`src/rtl/core/page_frame_stack_allocator_core_macros.svh`:
```
// Assertion macros shared by the page frame stack allocator RTL.
`ifndef PAGE_FRAME_STACK_ALLOCATOR_CORE_MACROS_SVH
`define PAGE_FRAME_STACK_ALLOCATOR_CORE_MACROS_SVH

// same-cycle implication, skipped while reset is asserted
`define PFSA_ASSERT_NOW(label, clk, rstn, ante, cons, msg) \
    label: assert property (@(posedge clk) disable iff (!(rstn)) (ante) |-> (cons)) \
        else $error(msg);

// next-cycle implication, skipped while reset is asserted
`define PFSA_ASSERT_NEXT(label, clk, rstn, ante, cons, msg) \
    label: assert property (@(posedge clk) disable iff (!(rstn)) (ante) |=> (cons)) \
        else $error(msg);

`endif

```
`src/rtl/core/pfsa_pkg.sv`:
```
// Types, constants and codes of the page frame stack allocator.
package pfsa_pkg;

    localparam int CAPACITY   = 4096;
    localparam int PAGE_BYTES = 4096;
    localparam int ADDR_W     = 32;
    localparam int ACT_W      = 2;
    localparam int STATUS_W   = 2;
    localparam int FREE_W     = 13;

    localparam int DEPTH_W     = $clog2(CAPACITY + 1);
    localparam int IDX_W       = $clog2(CAPACITY);
    localparam int IN_TDATA_W  = ((3 * ADDR_W + 7) / 8) * 8;
    localparam int OUT_TDATA_W = ((ADDR_W + FREE_W + 7) / 8) * 8;

    typedef logic [ADDR_W-1:0]  addr_t;
    typedef logic [DEPTH_W-1:0] depth_t;

    localparam addr_t PAGE_MASK = addr_t'(PAGE_BYTES - 1);

    typedef enum logic [ACT_W-1:0] {
        ACT_ALLOC  = 2'd0,
        ACT_FREE   = 2'd1,
        ACT_ENROLL = 2'd2
    } pfsa_action_t;

    typedef enum logic [STATUS_W-1:0] {
        ST_OK       = 2'd0,
        ST_EMPTY    = 2'd1,
        ST_ZERO     = 2'd2,
        ST_OVERFLOW = 2'd3
    } pfsa_status_t;

    typedef enum logic [1:0] {
        S_IDLE,
        S_GRANT,
        S_ENROLL,
        S_FINISH
    } pfsa_state_t;

    typedef struct packed {
        logic capture;
        logic take_grant;
        logic enroll_step;
        logic emit;
    } pfsa_cmd_t;

    typedef struct packed {
        pfsa_action_t action;
        logic         depth_zero;
        logic         enroll_empty;
        logic         last_page;
        logic         step_overflow;
        logic         out_free;
    } pfsa_flags_t;

endpackage

```
`src/rtl/core/pfsa_ctrl.sv`:
```
// Controller: sequences accept, pop readback, enroll walk and result hand-off.
module pfsa_ctrl (
    input  logic                  aclk,
    input  logic                  aresetn,
    input  logic                  s_axis_tvalid,
    output logic                  s_axis_tready,
    input  pfsa_pkg::pfsa_flags_t flags,
    output pfsa_pkg::pfsa_cmd_t   cmd
);
    import pfsa_pkg::*;

    pfsa_state_t state_reg, state_next;

    always_ff @(posedge aclk) begin
        if (!aresetn) begin
            state_reg <= S_IDLE;
        end else begin
            state_reg <= state_next;
        end
    end

    always_comb begin
        state_next    = state_reg;
        s_axis_tready = 1'b0;
        cmd           = '0;
        case (state_reg)
            S_IDLE: begin
                s_axis_tready = 1'b1;
                if (s_axis_tvalid) begin
                    cmd.capture = 1'b1;
                    case (flags.action)
                        ACT_ALLOC:  state_next = flags.depth_zero ? S_FINISH : S_GRANT;
                        ACT_ENROLL: state_next = flags.enroll_empty ? S_FINISH : S_ENROLL;
                        default:    state_next = S_FINISH;
                    endcase
                end
            end
            S_GRANT: begin
                cmd.take_grant = 1'b1;
                state_next     = S_FINISH;
            end
            S_ENROLL: begin
                cmd.enroll_step = 1'b1;
                if (flags.step_overflow || flags.last_page) begin
                    state_next = S_FINISH;
                end
            end
            S_FINISH: begin
                if (flags.out_free) begin
                    cmd.emit   = 1'b1;
                    state_next = S_IDLE;
                end
            end
            default: begin
                state_next = S_IDLE;
            end
        endcase
    end

endmodule

```
`config.mk`:
```
export PLATFORM = sky130hd
export DESIGN_NAME = pfsa_ctrl
export DESIGN_NICKNAME = d
export VERILOG_FILES = /design/src/rtl/core/page_frame_stack_allocator_core_macros.svh /design/src/rtl/core/pfsa_pkg.sv /design/src/rtl/core/pfsa_ctrl.sv
export SDC_FILE = /design/constraint.sdc
export NUM_CORES = 1
export LEC_CHECK = 0
export BUFFER_PORTS_ARGS = -buffer_cell sky130_fd_sc_hd__buf_2
export CAP_MARGIN = 20
export CORE_AREA = 2 2 39 41
export CTS_CLUSTER_DIAMETER = 50
export CTS_CLUSTER_SIZE = 25
export DETAILED_ROUTE_END_ITERATION = 6
export DIE_AREA = 0 0 41 43
export PLACE_DENSITY_LB_ADDON = 0.05
export REMOVE_ABC_BUFFERS = 1
export SYNTH_ARGS = -nofsm -noshare
export SYNTH_HDL_FRONTEND = slang
export SYNTH_SLANG_ARGS = --single-unit
export TNS_END_PERCENT = 20
```
`constraint.sdc`:
```
create_clock -name aclk -period 3.9 [get_ports aclk]
set_input_delay 0.195 -clock aclk [delete_from_list [all_inputs] [get_ports aclk]]
set_output_delay 0.195 -clock aclk [all_outputs]
set_load 0.005 [all_outputs]
```
## Word-level counts from Yosys, hierarchy flattened

Index checks and enable logic that the tools add are counted.

| storage, ports and cells | value |
|---|---|
| flip-flop bits (word level) | 2 |
| input port bits | 10 |
| word-level logic and storage cells | 26 |

| cells by class | value |
|---|---|
| equality and inequality tests | 7 |
| muxes and demuxes | 14 |
| reduce and logical (&&, ||, !) cells | 4 |

Operators with widths:

| cell | number |
|---|---|
| 1-bit 2-to-1 mux | 8 |
| 2-bit 2-to-1 mux | 4 |
| 2-bit one-hot mux with 4 select lines | 1 |
| 2-bit equality test (second input constant) | 3 |
| 2-bit inequality test (second input constant) | 3 |
| 2-bit logical NOT | 2 |
| 2-bit one-hot mux with 2 select lines | 1 |
| 3-bit AND reduction | 1 |
| 2-bit by 1-bit equality test with 1-bit output (second input constant) | 1 |
| 1-bit logical OR | 1 |

## Longest topological paths before layout

| depth | value |
|---|---|
| depth after elaboration | 4 |
| mapped depth | 5 |
| gate-level depth less buffers | 5 |

## Worst setup path before layout

Ideal clock, no wire load.

| timing | value |
|---|---|
| path kind | register -> register |
| start | register state_reg[0] |
| end | register state_reg[0] |
| library setup time | 0.095 ns |
| arrival | 1.436 ns |
| data required time | 3.805 ns |
| slack | 2.369 ns |
| cell stages (with the launch flop) | 6 |
| buffers on the path | 0 |
| clock period less this slack | 1.531 ns |
| path through | dfxtp_1 inv_1 ha_1 nor2b_2 or3_1 a221oi_1 |

| on the way | value |
|---|---|
| cells in the longest elaborated chain, start to end | 3 |

Ends and longest elaborated chain:

| item | RTL line | source |
|---|---|---|
| start: declaration | pfsa_ctrl.sv:12 | `pfsa_state_t state_reg, state_next;` |
| start signal: assignment | pfsa_ctrl.sv:18 | `state_reg <= state_next;` |
| 2-bit equality test / 2-bit logical NOT (equally long branches) | pfsa_ctrl.sv:26 | `case (state_reg)` |
| 2-bit inequality test (no source line) | -- |  |
| 3-bit AND reduction (no source line) | -- |  |

Parallel ways exist; a longest one is shown, timed or not.
A chain may end at the register's enable or synchronous reset.

## Worst setup path after layout

| timing | value |
|---|---|
| start | register state_reg[0] |
| end | register state_reg[1] |

The elaborated chain is that of the path after synthesis.

==> results.py <==
metrics = {
    "floorplan": {
        "die-area_sq_um": 1760,
        "core_area_sq_um": 1380,
        "io_pins": 15,
        "fp.dieH_um": 43,
        "num_rows": 14,
        "chipWidth_um": 41,
        "start_util_pct": 16.4,
    },
    "logic_synthesis": {
        "synth.yosys.warnings": 0,
        "ys_async_sr_fraction_pct": 0,
        "avgSynthCellArea_sq_um": 9.85,
        "synth_area_sq_um": 226,
        "synth_common_cells": "5 x ha_1, 3 x inv_1, 2 x a221oi_1, 2 x dfxtp_1",
        "synth_most_common_cell": "ha_1",
        "synth_edf_count": 0,
        "netlist_instances": 23,
        "synth_area_leader_cell": "ha_1",
        "synth_top_flop_cell": "dfxtp_1",
        "synth_cell_types": 15,
        "synth_area_leaders": "ha_1 28%, dfxtp_1 18%, a221oi_1 7.7%",
        "synth.top_cell.area_share_pct": 27.6,
        "synth-seq-area-share_pct": 17.7,
        "synth_seq_cells": 2,
    },
    "setup_path": {
        "cp-end-kind": "register",
        "cp_data_required_time_ns": 4.02,
        "startpoint_type": "register",
        "timing.rr.start": "state_reg[0]$_SDFFE_PN0P_",
        "worstPathMaxFanout": 4,
        "r2r-end": "state_reg[1]$_SDFFE_PN0P_",
        "endpoint": "state_reg[1]$_SDFFE_PN0P_",
        "r2r_setup_slack_ns": 2.24,
        "crit_type": "reg -> reg",
        "cp.arrival_ns": 1.78,
        "reg2regPathDepth": 5,
        "critPathLaunch": "state_reg[0]$_SDFFE_PN0P_",
    },
    "hold_path": {
        "hold_path.class": "in -> reg",
    },
    "clocking": {
        "postCtsHoldBufs": 0,
        "cts_max_level": 1,
        "cts_buffer_depth": 2,
        "post_cts_buffers": 0,
        "cts_made_buffers": 3,
        "cts_tree": "done",
        "cts_resized": 0,
        "clock_latency_ns": 0.23,
        "cts_num_sinks": 2,
        "clkTransAtPathRegs_ns": 0.03,
        "cts_root_buf": "clkbuf_4",
    },
    "sta": {
        "rsz0062_at_grt": "no",
        "finalSetupViolCount": 0,
        "tightest_slew_ns": 0.467,
        "slew_headroom_pct": 68.8,
        "min_period_ns": 1.66,
        "holdWs_ns": 0.211,
        "skew_ns": 0.00672,
        "finalCritPeriodShare_pct": 42.5,
        "finalSetupTns_ns": 0,
        "hold_viol": 0,
        "slew_viol_final": 0,
        "max_freq_ghz": 0.604,
    },
    "layout": {
        "areaGrowthSynthToFinish_pct": 49.7,
        "largest_reg_flops": 2,
        "antenna-diode-count": 0,
        "fin_util_pct": 24.5,
        "nNetsFinal": 57,
        "n_fill_cell": 157,
        "finalNonFillerCells": 56,
        "drive_above_1_share_pct": 52.5,
    },
    "power_and_ir_drop": {
        "cellLeakagePower_nw": 0.172,
        "power.density_nw_per_um2": 596,
        "switchingPower_w": 0.0000768,
        "pwr-share-seq_pct": 18.1,
        "comb_power_share_pct": 58.7,
        "power_w": 0.000202,
        "pwr-share-clk_pct": 23.2,
        "netSwitchingFraction_pct": 38.0,
        "ir_worst_vdd_uv": 141,
        "intPower_w": 0.000125,
    },
    "global_routing": {
        "grt_usage_pct": 7.52,
        "antenna_found_initial": 0,
        "overflow": 0,
        "grt_max_degree": 5,
        "grt_pass1_vias": 203,
        "grt_pass1_wl_um": 862,
    },
    "routing": {
        "first_pass_iters": 4,
        "antenna_violating_nets_post_route": 0,
        "routed_wl_um": 570,
        "initialDrtViolationCount": 2,
        "avgViaCountPerCell": 4.23,
        "vias": 237,
        "routedWlPerCell_um": 10.2,
        "drcViolationCount": 0,
    },
    "placed_design": {
        "io_buffers": 14,
        "hpwlAfterDp_um": 479,
        "dp_cells": 53,
        "gp_congestion": 0.659,
    },
    "flow_run": {
        "max_cap_violations": 0,
    },
    "run_status": {
        "outcome": "complete, no violations",
    },
}
## power groups by stage
stage                     registers [W]   logic, W  clock network [W]
after global placement        0.0000371   0.000119                  0
after CTS                     0.0000368   0.000120          0.0000471
after detailed placement      0.0000370   0.000120                  0
after global routing          0.0000387   0.000133          0.0000533
after floorplan               0.0000354  0.0000828                  0
final                         0.0000366   0.000119          0.0000468
## kinds of logic (layout without fill, tap and decap cells)
logic type                 after synthesis  after routing  synth area share, %
buffers and inverters                    3             20                 4.97
AOI/OAI and AO/OA                        4              4                 18.2
DFF                                      2              2                 17.7
adders and majority gates                5              5                 27.6
and+or+nand+nor                          9              9                 31.5
## worst min path at each step
| stage | startpoint | end | slack (ns) | depth (start not counted) |
|---|---|---|---|---|
| after floorplan | aresetn | state_reg[0]$_SDFFE_PN0P_ | 0.34 | 2 |
| after global placement | aresetn | state_reg[0]$_SDFFE_PN0P_ | 0.45 | 3 |
| after detailed placement | aresetn | state_reg[0]$_SDFFE_PN0P_ | 0.45 | 3 |
| after CTS | aresetn | state_reg[0]$_SDFFE_PN0P_ | 0.22 | 3 |
| after global routing | aresetn | state_reg[0]$_SDFFE_PN0P_ | 0.22 | 3 |
| final | aresetn | state_reg[0]$_SDFFE_PN0P_ | 0.21 | 3 |
## area by class of cell
class                      instances  area, sq um  share of cell area [%]
clock buffer                       3         22.5                    6.64
multi-input combinational         18          175                    51.7
inverter                           3         11.3                    3.32
timing repair buffer              14         70.1                    20.7
tap                               16         20.0                    5.90
sequential                         2         40.0                    11.8
## per-stage QoR
stage | setup slack (ns) | area (sq um)
3_3_place_gp | 2.26 | 317
2_1_floorplan | 2.37 | 226
6_report | 2.24 | 339
5_1_grt | 2.11 | 339
3_5_place_dp | 2.25 | 317
4_1_cts | 2.23 | 339
## critical path, cell delays in order, from the launching register on
cell and delay (ns):
dfxtp_1 0.34, inv_1 0.11, ha_1 0.23, nor2b_2 0.18
or3_1 0.40, a221oi_1 0.30
## per-layer routing
| layer | GRT usage (%) | part of all wire [%] |
|---|---|---|
| met5 | 0 | 0 |
| met4 | 6.00 | 2.8 |
| met3 | 3.14 | 8.9 |
| met2 | 9.38 | 43 |
| met1 | 9.58 | 45 |
## layout by cell type (no fill, tap or decap), drive strengths merged
cell	n
buf	14
ha	5
inv	3
clkbuf	3
a221oi	2
dfxtp	2
and2	2
nor2b	2
nor3b	1
or3	1
o31a	1
nor4	1
nand2b	1
or3b	1
a2111oi	1
(Power assumes the default switching activity.)
